[config.mk]
export PLATFORM = sky130hd
export DESIGN_NAME = can_frame_packet_framer_core
export DESIGN_NICKNAME = d
export VERILOG_FILES = /design/src/rtl/cfpf_pkg.sv /design/src/rtl/cfpf_front.sv /design/src/rtl/cfpf_queue.sv /design/src/rtl/cfpf_back.sv /design/src/rtl/can_frame_packet_framer_core.sv
export SDC_FILE = /design/constraint.sdc
export NUM_CORES = 1
export LEC_CHECK = 0
export ABC_AREA = 1
export BUFFER_PORTS_ARGS = -buffer_cell sky130_fd_sc_hd__buf_2
export CAP_MARGIN = 20
export CORE_AREA = 2 2 196 218
export CTS_BUF_LIST = sky130_fd_sc_hd__clkbuf_4 sky130_fd_sc_hd__clkbuf_8
export DETAILED_ROUTE_END_ITERATION = 8
export DIE_AREA = 0 0 198 220
export PLACE_DENSITY_LB_ADDON = 0.2
export SYNTH_ARGS = -nofsm -noshare
export SYNTH_HDL_FRONTEND = slang
export SYNTH_HIERARCHICAL = 1
export SYNTH_SLANG_ARGS = --single-unit
[constraint.sdc]
create_clock -name clk -period 7.3 [get_ports clk]
set_input_delay 0 -clock clk [delete_from_list [all_inputs] [get_ports clk]]
set_output_delay 0 -clock clk [all_outputs]
set_load 0.02 [all_outputs]
[src/rtl/cfpf_pkg.sv]
// Shared types and constants for the CAN frame packet framer.
// Used by cfpf_front, cfpf_queue, cfpf_back and can_frame_packet_framer_core.
package cfpf_pkg;

  typedef struct packed {
    logic        first_of_frame;
    logic [28:0] frame_id;
    logic        extended;
    logic        fd_frame;
    logic        bit_rate_switch;
    logic        error_state;
    logic [1:0]  channel;
    logic [6:0]  byte_count;
    logic [7:0]  data_byte;
  } item_t;

  typedef struct packed {
    logic [7:0] out_byte;
    logic       packet_end;
  } result_t;

  // One queued command: a whole header (plus first data byte) or a single data byte.
  typedef struct packed {
    logic        is_header;
    logic [7:0]  seq;
    logic [6:0]  n;
    logic [31:0] id_word;
    logic [1:0]  channel;
    logic [7:0]  data;
    logic        last;
  } cmd_t;

  localparam logic [7:0] SYNC_BYTE   = 8'hA6;
  localparam logic [7:0] BATCH_FLAGS = 8'h01;
  localparam logic [7:0] FRAME_COUNT = 8'h01;
  localparam int         HDR_LEN     = 23;
  localparam logic [6:0] LEN_BASE    = 7'd17;
  localparam logic [6:0] REC_BASE    = 7'd7;

  function automatic logic [3:0] dlc_code(input logic [6:0] n);
    logic [3:0] code;
    if (n <= 7'd8)       code = n[3:0];
    else if (n <= 7'd12) code = 4'd9;
    else if (n <= 7'd16) code = 4'd10;
    else if (n <= 7'd20) code = 4'd11;
    else if (n <= 7'd24) code = 4'd12;
    else if (n <= 7'd32) code = 4'd13;
    else if (n <= 7'd48) code = 4'd14;
    else                 code = 4'd15;
    return code;
  endfunction

endpackage

[src/rtl/cfpf_front.sv]
// Front end: accepts input items, tracks frame state and issues commands.
// Depends on cfpf_pkg.
module cfpf_front #(
  parameter int MAX_DATA_BYTES = 64
) (
  input  logic           clk,
  input  logic           rst,
  input  logic           item_valid,
  input  logic           item_stall,
  input  cfpf_pkg::item_t item,
  output logic           push,
  output cfpf_pkg::cmd_t push_cmd
);
  import cfpf_pkg::*;

  logic [7:0] sequence_number;
  logic [6:0] bytes_left;
  logic [6:0] n_sat;
  logic       accept;

  assign accept = item_valid && !item_stall;
  assign n_sat  = (item.byte_count > 7'(MAX_DATA_BYTES)) ? 7'(MAX_DATA_BYTES)
                                                          : item.byte_count;
  assign push   = accept && (item.first_of_frame || (bytes_left != 7'd0));

  always_comb begin
    push_cmd.is_header = item.first_of_frame;
    push_cmd.seq       = sequence_number;
    push_cmd.n         = n_sat;
    push_cmd.id_word   = {3'b000, item.frame_id}
                       | {item.extended, item.fd_frame, item.bit_rate_switch,
                          item.error_state, 28'd0};
    push_cmd.channel   = item.channel;
    push_cmd.data      = item.data_byte;
    push_cmd.last      = (bytes_left == 7'd1);
  end

  always_ff @(posedge clk) begin
    if (rst) begin
      sequence_number <= 8'd0;
      bytes_left      <= 7'd0;
    end else if (accept) begin
      if (item.first_of_frame) begin
        sequence_number <= sequence_number + 8'd1;
        bytes_left      <= (n_sat == 7'd0) ? 7'd0 : n_sat - 7'd1;
      end else if (bytes_left != 7'd0) begin
        bytes_left <= bytes_left - 7'd1;
      end
    end
  end

endmodule

[src/rtl/cfpf_queue.sv]
// Four-entry command queue between front and back ends.
// Depends on cfpf_pkg.
module cfpf_queue (
  input  logic           clk,
  input  logic           rst,
  input  logic           push,
  input  cfpf_pkg::cmd_t push_cmd,
  output logic           full,
  input  logic           pop,
  output logic           head_valid,
  output cfpf_pkg::cmd_t head
);
  import cfpf_pkg::*;

  cmd_t       mem [4];
  logic [1:0] wr_ptr;
  logic [1:0] rd_ptr;
  logic [2:0] count;

  assign full       = (count == 3'd4);
  assign head_valid = (count != 3'd0);
  assign head       = mem[rd_ptr];

  always_ff @(posedge clk) begin
    if (push) begin
      mem[wr_ptr] <= push_cmd;
    end
  end

  always_ff @(posedge clk) begin
    if (rst) begin
      wr_ptr <= 2'd0;
      rd_ptr <= 2'd0;
      count  <= 3'd0;
    end else begin
      if (push) wr_ptr <= wr_ptr + 2'd1;
      if (pop) rd_ptr <= rd_ptr + 2'd1;
      case ({push, pop})
        2'b10:   count <= count + 3'd1;
        2'b01:   count <= count - 3'd1;
        default: count <= count;
      endcase
    end
  end

endmodule

[src/rtl/cfpf_back.sv]
// Back end: expands queued commands into packet bytes behind an output register.
// Depends on cfpf_pkg.
module cfpf_back #(
  parameter int MSG_TYPE     = 32,
  parameter int HEADER_FLAGS = 0
) (
  input  logic             clk,
  input  logic             rst,
  input  logic             head_valid,
  input  cfpf_pkg::cmd_t   head,
  output logic             pop,
  output logic             packet_valid,
  input  logic             packet_stall,
  output cfpf_pkg::result_t packet
);
  import cfpf_pkg::*;

  logic [4:0]  idx;
  logic [4:0]  idx_next;
  logic        load;
  logic [15:0] len;
  logic [15:0] rec;
  logic [7:0]  meta;
  logic [7:0]  hdr_byte;
  result_t     next_res;

  assign load = head_valid && (!packet_valid || !packet_stall);
  assign len  = 16'(LEN_BASE) + 16'(head.n);
  assign rec  = 16'(REC_BASE) + 16'(head.n);
  assign meta = {head.channel, 2'b00, dlc_code(head.n)};

  always_comb begin
    case (idx)
      5'd0:    hdr_byte = SYNC_BYTE;
      5'd1:    hdr_byte = 8'(MSG_TYPE);
      5'd2:    hdr_byte = 8'(HEADER_FLAGS);
      5'd3:    hdr_byte = head.seq;
      5'd4:    hdr_byte = len[7:0];
      5'd5:    hdr_byte = len[15:8];
      5'd6:    hdr_byte = BATCH_FLAGS;
      5'd7:    hdr_byte = FRAME_COUNT;
      5'd14:   hdr_byte = rec[7:0];
      5'd15:   hdr_byte = rec[15:8];
      5'd16:   hdr_byte = head.id_word[7:0];
      5'd17:   hdr_byte = head.id_word[15:8];
      5'd18:   hdr_byte = head.id_word[23:16];
      5'd19:   hdr_byte = head.id_word[31:24];
      5'd20:   hdr_byte = meta;
      5'd23:   hdr_byte = head.data;
      default: hdr_byte = 8'd0;
    endcase
  end

  always_comb begin
    next_res.out_byte   = head.data;
    next_res.packet_end = head.last;
    idx_next            = idx;
    pop                 = 1'b0;
    if (head.is_header) begin
      next_res.out_byte   = hdr_byte;
      next_res.packet_end = 1'b0;
      if (idx == 5'(HDR_LEN - 1)) begin
        if (head.n == 7'd0) begin
          next_res.packet_end = 1'b1;
          pop                 = load;
          if (load) idx_next = 5'd0;
        end else if (load) begin
          idx_next = idx + 5'd1;
        end
      end else if (idx == 5'(HDR_LEN)) begin
        next_res.packet_end = (head.n == 7'd1);
        pop                 = load;
        if (load) idx_next = 5'd0;
      end else if (load) begin
        idx_next = idx + 5'd1;
      end
    end else begin
      pop = load;
    end
  end

  always_ff @(posedge clk) begin
    if (rst) begin
      idx          <= 5'd0;
      packet_valid <= 1'b0;
    end else begin
      idx <= idx_next;
      if (load) begin
        packet_valid <= 1'b1;
      end else if (!packet_stall) begin
        packet_valid <= 1'b0;
      end
    end
  end

  always_ff @(posedge clk) begin
    if (load) begin
      packet <= next_res;
    end
  end

endmodule

[src/rtl/can_frame_packet_framer_core.sv]
// CAN frame packet framer, top level.
// Depends on cfpf_pkg, cfpf_front, cfpf_queue and cfpf_back.
//
// Input channel (item, item_valid, item_stall): one item per cycle while
// item_stall is low. An item with first_of_frame set starts a packet: a 23-byte
// header, then its data byte when the frame carries data. Later items each add
// one data byte; items past the frame's byte count are taken and dropped.
// Output channel (packet, packet_valid, packet_stall): one packet byte per
// cycle while packet_stall is low; packet_end marks the final byte of a packet.
// The first byte of an item passes through the command queue and then the
// single output register; a frame start yields 23 or 24 output bytes, while
// each data item yields one output byte.
// A four-entry command queue sits between input and output; item_stall rises
// only when it is full, so a stalled output backs up into the input after the
// queue fills. The output byte holds while packet_stall is high.
// Reset clears the sequence number, the frame state, the queue and the output.
module can_frame_packet_framer_core #(
  parameter int MAX_DATA_BYTES = 64,
  parameter int MSG_TYPE       = 32,
  parameter int HEADER_FLAGS   = 0
) (
  input  logic              clk,
  input  logic              rst,
  input  logic              item_valid,
  output logic              item_stall,
  input  cfpf_pkg::item_t   item,
  output logic              packet_valid,
  input  logic              packet_stall,
  output cfpf_pkg::result_t packet
);
  import cfpf_pkg::*;

  logic push;
  cmd_t push_cmd;
  logic full;
  logic pop;
  logic head_valid;
  cmd_t head;

  assign item_stall = full;

  cfpf_front #(
    .MAX_DATA_BYTES(MAX_DATA_BYTES)
  ) u_front (
    .clk       (clk),
    .rst       (rst),
    .item_valid(item_valid),
    .item_stall(item_stall),
    .item      (item),
    .push      (push),
    .push_cmd  (push_cmd)
  );

  cfpf_queue u_queue (
    .clk       (clk),
    .rst       (rst),
    .push      (push),
    .push_cmd  (push_cmd),
    .full      (full),
    .pop       (pop),
    .head_valid(head_valid),
    .head      (head)
  );

  cfpf_back #(
    .MSG_TYPE    (MSG_TYPE),
    .HEADER_FLAGS(HEADER_FLAGS)
  ) u_back (
    .clk         (clk),
    .rst         (rst),
    .head_valid  (head_valid),
    .head        (head),
    .pop         (pop),
    .packet_valid(packet_valid),
    .packet_stall(packet_stall),
    .packet      (packet)
  );

endmodule
==> metrics.md, run 1 <==
| Metric | Value |
|---|---|
| Status | `finished clean` |
| Inst Count DP | `~1700` |
| Detailed Routing Iterations Pass 1 | `5` |
| Post-DP HPWL | `approximately 19000 µm` |
| Synth unique cells | `46` |
| Unrepaired setup endpoints after global routing | `false` |
| Ant diodes | `0` |
| Power density over the cells | `~340 nW/µm²` |
| Initial antenna violation count | `0` |
| Sw power | `between 0.0015 and 0.002 W` |
| # fillers | `roughly 4200` |
| DR top layer | `met4` |
| CTS clk-pin slew, worst paths | `approximately 0.06 ns` |
| Arrival time at the worst endpoint | `approximately 4.3 ns` |
| Vias per inst | `between 4 and 5` |
| Comb pwr share | `just under 30%` |
| CTS buffer count | `47` |
| R2R setup slack | `3.49 ns` |
| Vias in the first global route | `a little over 8000` |
| DR WL met2 | `~15000 µm` |
| Commonest non-fill, non-tap cells in the layout | `245 x edfxtp_1, 163 x nor2_1, 140 x nand2_1` |
| Share of flip-flops with an asynchronous set or reset | `0%` |
| Placeable Area | `41610 µm²` |
| Seq/Total Area, Yosys | `between 60% and 70%` |
| Sw frac | `35.76%` |
| CP endpoint kind | `flip-flop` |
| WP data required | `approximately 7.8 ns` |
| Congestion Overflow GR | `0` |
| Clock Skew | `roughly 0.036 ns` |
| Ratio of cells with drive above 1 in the final layout | `between 15 and 20%` |
| Fmax | `approximately 0.26 GHz` |
| Die Y | `220 µm` |
| Cts repair resizes | `0` |
| Area of the multi-input gates | `between 3000 and 4000 µm²` |
| First-pass GRT wire length | `approximately 47000 µm` |
| Flops & latches, synth | `between 200 and 300` |
| Fin util | `between 30% and 40%` |
| GR Util All Layers | `14.23%` |
| ANT nets after route | `0` |
| Root Buffer | `clkbuf_8` |
| Clock share of power | `27.5%` |
| Worst-path fanout max | `between 80 and 90` |
| Final #Nets | `roughly 1300` |
| Clk Latency, worst-skew pair | `0.58 ns` |
| Clock tree buffer depth | `3` |
| Most common cell after layout, fill and taps aside | `edfxtp_1` |
| Syn_area_per_cell | `~11 µm²` |
| Fin. Hold Viols | `0` |
| Setup Total Neg Slack | `0 ns` |
| Max-cap check violation count | `0` |
| Max_slew headroom | `approximately 33%` |
| Placed cell area | `12800 µm²` |
| Total clock sinks | `275` |
| Critical path class | `reg2reg` |
| Wirelength, routed | `between 30000 and 40000 µm` |
| Starting density of the core | `~29%` |
| EDFF count, synth | `between 200 and 250` |
| Hold_buf cts | `57` |
| Final instance area | `roughly 14000 µm²` |
| DRC | `0` |
| Sequential Power Share | `43.0%` |
| Die Wd | `approximately 200 µm` |
| Number of slew-limit violations in the final report | `0` |
| I/O pin total | `66` |
| Met3 wire len | `between 1000 and 1500 µm` |
| Routability Congestion | `~0.82` |
| Post-Synthesis Net Count | `1188` |
| Startpoint types | `flip-flop` |
| Leak pwr | `approximately 5.3 nW` |
| Sequential Area | `approximately 8000 µm²` |
| P_int | `roughly 0.003 W` |
| Post-CTS setup buffer count | `0` |
| Synthesized cell area | `12260 µm²` |
| M1 WL | `about 14000 µm` |
| HP Class | `in2reg` |
| Tot Pwr | `slightly below 0.005 W` |
| Num rows | `79` |
| Final min period | `~3.8 ns` |
| Setup Viol. Count Final | `0` |
| Initial DRC count | `just under 600` |
| Post-synth top flop | `edfxtp_1` |
| Largest net degree at the start of global routing | `about 120` |
| Die area | `between 40000 and 50000 µm²` |
| Peak supply drop | `~0.15 mV` |
| CTS tree | `done` |
| Post-Layout Cell Count | `between 1500 and 2000` |
| Post-synthesis instance total | `about 1100` |
| Htree depth | `2` |
| Port Buf Inserts | `65` |
| Via count | `between 8000 and 9000` |
| Synth Warn # | `6` |
| Slew @ Worst Pin | `about 1 ns` |
| Average wire per standard cell | `approximately 17 µm` |
| Syn-to-layout area delta | `16.26%` |
| Final Cycle Share | `between 50% and 60%` |
==> cells in the mapped netlist, types with 6 or more instances <==
cell type / count / area share, %
buf_6: 6 / 0.55
buf_2: 13 / 0.53
nor2_1: 163 / 5.0
o21ai_0: 135 / 5.5
ha_1: 18 / 1.8
inv_1: 69 / 2.1
buf_4: 47 / 2.9
nand3_1: 34 / 1.4
clkbuf_1: 11 / 0.34
edfxtp_1: 245 / 60
o21ai_1: 18 / 0.73
nand2_1: 140 / 4.3
a21oi_1: 40 / 1.6
clkbuf_2: 7 / 0.29
nor2_2: 11 / 0.56
inv_2: 8 / 0.24
dfxtp_1: 30 / 4.9
o22ai_1: 59 / 3.0
==> path summary, 6_finish.rpt <==
path                     startpoint                 end  cells past startpoint
setup / recovery          flip-flop    u_queue/count[2]                     21
hold / removal             item[33]  u_queue/mem[1][23]                      2
setup reg to reg          flip-flop    u_queue/count[2]                     21
hold reg to reg   u_queue/rd_ptr[1]           flip-flop                      1
==> state kept, by name (all words and copies together) (netlist names), named ones only <==
name and count:
u_queue/count 3, u_back/idx 5, u_front/sequence_number 8, u_back/packet_valid 1, u_front/bytes_left 7, u_back/packet 9, u_queue/mem 236, u_queue/wr_ptr 2
u_queue/rd_ptr 2
==> metrics by stage <==
stage	worst slack (ns)	hold slack (ns)
2_1_floorplan	4.566	0.06907
3_3_place_gp	3.538	0.2205
3_5_place_dp	3.463	0.2228
4_1_cts	3.447	0.1233
5_1_grt	3.008	0.1651
6_report	3.489	0.1709
==> cells by family (layout without fill, tap and decap cells) <==
kind of cell	after synthesis	count (layout)	synth area share, %
AO/OA/AOI/OAI	269	269	11.96
XOR/XNOR	5	5	0.3571
adder cells (fa/ha/maj)	20	20	2.163
buffers and inverters	165	296	7.203
flip-flops	275	275	64.88
AND/OR/NAND/NOR	379	379	13.44
==> layer usage <==
| metal | up-vias | global-route usage [%] |
|---|---|---|
| li1 | 4077 | - |
| met1 | 4012 | 18.42 |
| met2 | 159 | 24.13 |
| met3 | 50 | 2.525 |
| met4 | 0 | 4.637 |
| met5 | - | 0 |
==> layout make-up <==
class	instances	share of cell area [%]
Sequential cell	275	55.84
Multi-Input combinational cell	673	24.01
Timing Repair Buffer	132	6.809
Clock buffer	69	5.695
Tap cell	567	4.975
Inverter	79	2.132
Clock inverter	16	0.5353
==> power by group through the flow <==
stage                     logic (W)  clock network, W  registers (W)
after global routing        0.00160           0.00143        0.00209
after global placement      0.00139                 0        0.00210
after floorplan             0.00101                 0        0.00210
after CTS                   0.00143           0.00137        0.00207
after detailed placement    0.00140                 0        0.00210
final                       0.00142           0.00132        0.00207
==> critical path, stage by stage (launching register included) <==
cell	delay, ns
dfxtp_4	0.57
buf_4	0.78
o21ai_0	0.21
o22ai_1	0.49
nor2_1	0.18
nand2_1	0.14
nor2_1	0.05
nand2_1	0.11
nand2_4	0.07
inv_4	0.09
nand2_4	0.06
nand2_1	0.06
inv_1	0.09
ha_1	0.20
inv_1	0.08
fa_1	0.19
inv_1	0.04
nand2_1	0.07
nand3_1	0.08
nand2_1	0.06
inv_1	0.03
nor2_1	0.09
(Power assumes the default switching activity.)
==> inputs of run 2 (changes only) <==
Settings changed: ABC_AREA 1 to 0, CORE_AREA 2 2 196 218 to 2 2 195 216, DIE_AREA 0 0 198 220 to 0 0 197 218.
Clock period 7.3 ns to 3.1 ns, I/O delays scaled along.
==> run 2 against run 1 <==
Against the previous run:
- the flow now finishes with violations (negative setup slack)
- die area is 1.4% lower
- area after synthesis fell by 1.2%
- clock power grew 150%
- count of clock-buffer cells in the layout shrank 3
- maximum frequency is 18% higher
- hold slack improved by 0.0023 ns
- wire length shrank 8.3%
- total power increased by 140%
- sequential cell count stayed put
- final cell count is 20% lower
- combinational power up 140%
- cell area increased by 1.6%
==> metrics.md, run 2 <==
| Metric | Value |
|---|---|
| Post-DP HPWL | `18230 µm (-3.5%)` |
| Die Wd | `197 µm (-0.51%)` |
| Total clock sinks | `275 (unchanged)` |
| Largest registers | `u_queue/mem (236), u_back/packet (9), u_front/sequence_number (8)` |
| Port Buf Inserts | `65 (unchanged)` |
| Most frequent CP cell | `a21oi_2` |
| Seq/Total Area, Yosys | `65.70% (+0.82 points)` |
| WP data required | `3.60 ns (-4.20 ns)` |
| CTS buffer count | `48 (+2.1%)` |
| Clock tree buffer depth | `3 (unchanged)` |
| Failing checks | `negative setup slack` |
| Vias in the first global route | `7192 (-12%)` |
| Slew @ Worst Pin | `1.088 ns (+0.08781 ns)` |
| Final min period | `3.238 ns (-0.5725 ns)` |
| Fin. Hold Viols | `0 (unchanged)` |
| Commonest non-fill, non-tap cells in the layout | `245 x edfxtp_1, 65 x buf_2, 59 x mux4_2` |
| Setup Total Neg Slack | `-0.1384 ns (-0.1384 ns)` |
| CTS clk-pin slew, worst paths | `0.06 ns (about the same)` |
| Htree depth | `2 (unchanged)` |
| Area leader, netlist | `edfxtp_1` |
| Clock share of power | `28.2% (+0.7 points)` |
| Congestion Overflow GR | `0 (unchanged)` |
| Post-synth top flop | `edfxtp_1` |
| EDFF count, synth | `245 (unchanged)` |
| Slowest stage delay, CP | `0.55 ns (-0.23 ns)` |
| Placeable Area | `40790 µm² (-2.0%)` |
| CTS tree | `done` |
| Syn_area_per_cell | `16.26 µm² (+48%)` |
| HP Class | `in2reg` |
| Critical path class | `reg2reg` |
| R2R setup slack | `-0.14 ns (-3.63 ns)` |
| Flops & latches, synth | `275 (unchanged)` |
| Starting density of the core | `29.69% (+0.22 points)` |
| Comb pwr share | `29.7% (+0.2 points)` |
| Power density over the cells | `796.0 nW/µm² (+140%)` |
| Slowest CP cell | `mux4_2` |
| Syn-to-layout area delta | `19.61%` |
| Top cells by area, synth | `edfxtp_1 61%, mux4_2 11%, dfxtp_1 5.0%` |
| Fin worst setup slack | `-0.1384 ns (-3.628 ns)` |
| Post-synthesis instance total | `745 (-33%)` |
| Number of slew-limit violations in the final report | `0 (unchanged)` |
| CP endpoint kind | `flip-flop` |
| Fmax | `0.3088 GHz (+18%)` |
| Num rows | `78 (-1.3%)` |
| Die area | `42950 µm² (-1.4%)` |
| Root Buffer | `clkbuf_8` |
| Clk Latency, worst-skew pair | `0.58 ns (about the same)` |
| Synth unique cells | `78 (+70%)` |
| Routability Congestion | `0.7618 (-7.4%)` |
| Arrival time at the worst endpoint | `3.74 ns (-0.57 ns)` |
| Leak pwr | `4.933 nW (-6.7%)` |
| Final #Nets | `960 (-25%)` |
| Largest register FFs | `236 (unchanged)` |
| Setup Viol. Count Final | `1 (+1)` |
| Synth Warn # | `6 (unchanged)` |
| Tot Pwr | `0.01153 W (+140%)` |
| Top delay family on crit path | `simple AND/OR/NAND/NOR gates` |
| Ratio of cells with drive above 1 in the final layout | `30.62% (+15 points)` |
| Largest net degree at the start of global routing | `60 (-50%)` |
| Max_slew headroom | `26.45% (-6.8 points)` |
| Initial antenna violation count | `1 (+1)` |
| Place WS | `-0.2396 ns (-3.702 ns)` |
| Crit-path cells | `mux4_2 -> or3_4 -> nor3_4 -> o211ai_1 -> a21oi_2 -> ha_2 -> inv_2 -> fa_2 -> xor2_1 -> or3_1 -> a21oi_2` |
| Wirelength, routed | `28280 µm (-8.3%)` |
| Vias per inst | `4.745 (+3.6%)` |
| Detailed Routing Iterations Pass 1 | `5 (unchanged)` |
| First-pass GRT wire length | `42990 µm (-8.5%)` |
| Unrepaired setup endpoints after global routing | `true` |
| Via count | `6843 (-18%)` |
| ANT nets after route | `0 (unchanged)` |
| Post-Synthesis Net Count | `820 (-31%)` |
| GR Util All Layers | `13.27% (-0.96 points)` |
| I/O pin total | `66 (unchanged)` |
| Average wire per standard cell | `19.61 µm (+15%)` |
| Synth top cells by count | `245 x edfxtp_1, 59 x mux4_2, 47 x buf_4` |
| Crit path buffers/inverters | `1 (-5)` |
| Sequential Power Share | `42.1% (-0.9 points)` |
| Synthesized cell area | `12110 µm² (-1.2%)` |
| Worst-path fanout max | `8 (-91%)` |
| Initial DRC count | `443 (-24%)` |
| Share of flip-flops with an asynchronous set or reset | `0% (unchanged)` |
| P_int | `0.007984 W (+160%)` |
| Largest register by flop count | `u_queue/mem` |
| Sw power | `0.003547 W (+110%)` |
| Die Y | `218 µm (-0.91%)` |
| Clock Skew | `0.02737 ns (-0.008360 ns)` |
| Post-synth top area share | `60.74% (+0.76 points)` |
| Sw frac | `30.76% (-5.0 points)` |
| Status | `finished with violations` |
| Peak supply drop | `0.2903 mV (+92%)` |
| Count leader, synth | `edfxtp_1` |
| Most common cell after layout, fill and taps aside | `edfxtp_1` |
| Final Cycle Share | `104.5% (+52 points)` |
| DRC | `0 (unchanged)` |
| Startpoint types | `flip-flop` |
| Max-cap check violation count | `0 (unchanged)` |
-- run 2: changes by cell type in the layout (fill, tap and decap cells not counted), moves of 16 or more --
cell / delta
o21ai_0: -124
buf_4: +34
a21oi_1: -16
nor2_1: -122
inv_1: -41
nand3_1: -19
o21ai_1: -17
o22ai_1: -58
nand2_1: -120
mux4_2: +59
-- run 2: worst paths after layout --
path | start | end | cells past startpoint
setup / recovery | flip-flop | u_queue/count[2] | 11
hold / removal | item[33] | u_queue/mem[2][23] | 2
setup reg to reg | flip-flop | u_queue/count[2] | 11
hold reg to reg | u_queue/count[1] | u_queue/count[1] | 2
-- run 2: area by class of cell --
cell class,count,area [µm²]
sequential,275,7963
clock inverter,20,132.6
fill,3940,26310
timing repair buffer,168,1299
tap,520,650.6
antenna,1,2.502
inverter,26,97.59
multi-input combinational,366,3521
clock buffer,66,820.8
-- run 2: cells by family after synthesis --
logic type / after synthesis / share of synthesized area [%]
multiplexers: 66 / 11.57
XOR/XNOR: 17 / 1.229
AND/OR/NAND/NOR: 155 / 7.118
buffers and inverters: 104 / 5.413
flip-flops: 275 / 65.70
adder cells (fa/ha/maj): 20 / 2.190
AO/OA/AOI/OAI: 108 / 6.777
-- run 2: metal layers --
metal,up-vias,GRT usage (%),part of all wire (%)
li1,3201,-,-
met1,3422,16.34,42
met2,164,23.30,51
met3,56,2.474,4.3
met4,0,4.612,2.5
met5,-,0,0
-- run 2: what timing repair did --
item                       in CTS  in global routing
hold endpoints to repair      226                  0
setup endpoints to repair       2                  3
setup buffers                   2                  3
hold buffers                   55                  0
cloned                          0                  1
resized for setup               0                  3
pin swaps                       4                  2
-- run 2: power by group through the flow --
stage          sequential, W  clock, W  combinational [W]
2_1_floorplan        0.00496         0            0.00223
3_3_place_gp         0.00493         0            0.00334
3_5_place_dp         0.00495         0            0.00333
4_1_cts              0.00487   0.00338            0.00342
5_1_grt              0.00491   0.00354            0.00375
6_report             0.00486   0.00325            0.00342
-- run 2: per-stage QoR --
stage,instances,cell area [µm²],hold slack [ns],util [%]
after global placement,1294,12910,0.2180,31.64
after floorplan,745,12140,0.06786,-
final,1442,14490,0.1733,35.51
after global routing,1442,14490,0.1562,35.51
after CTS,1437,14430,0.1259,35.36
after detailed placement,1294,12910,0.2201,31.64
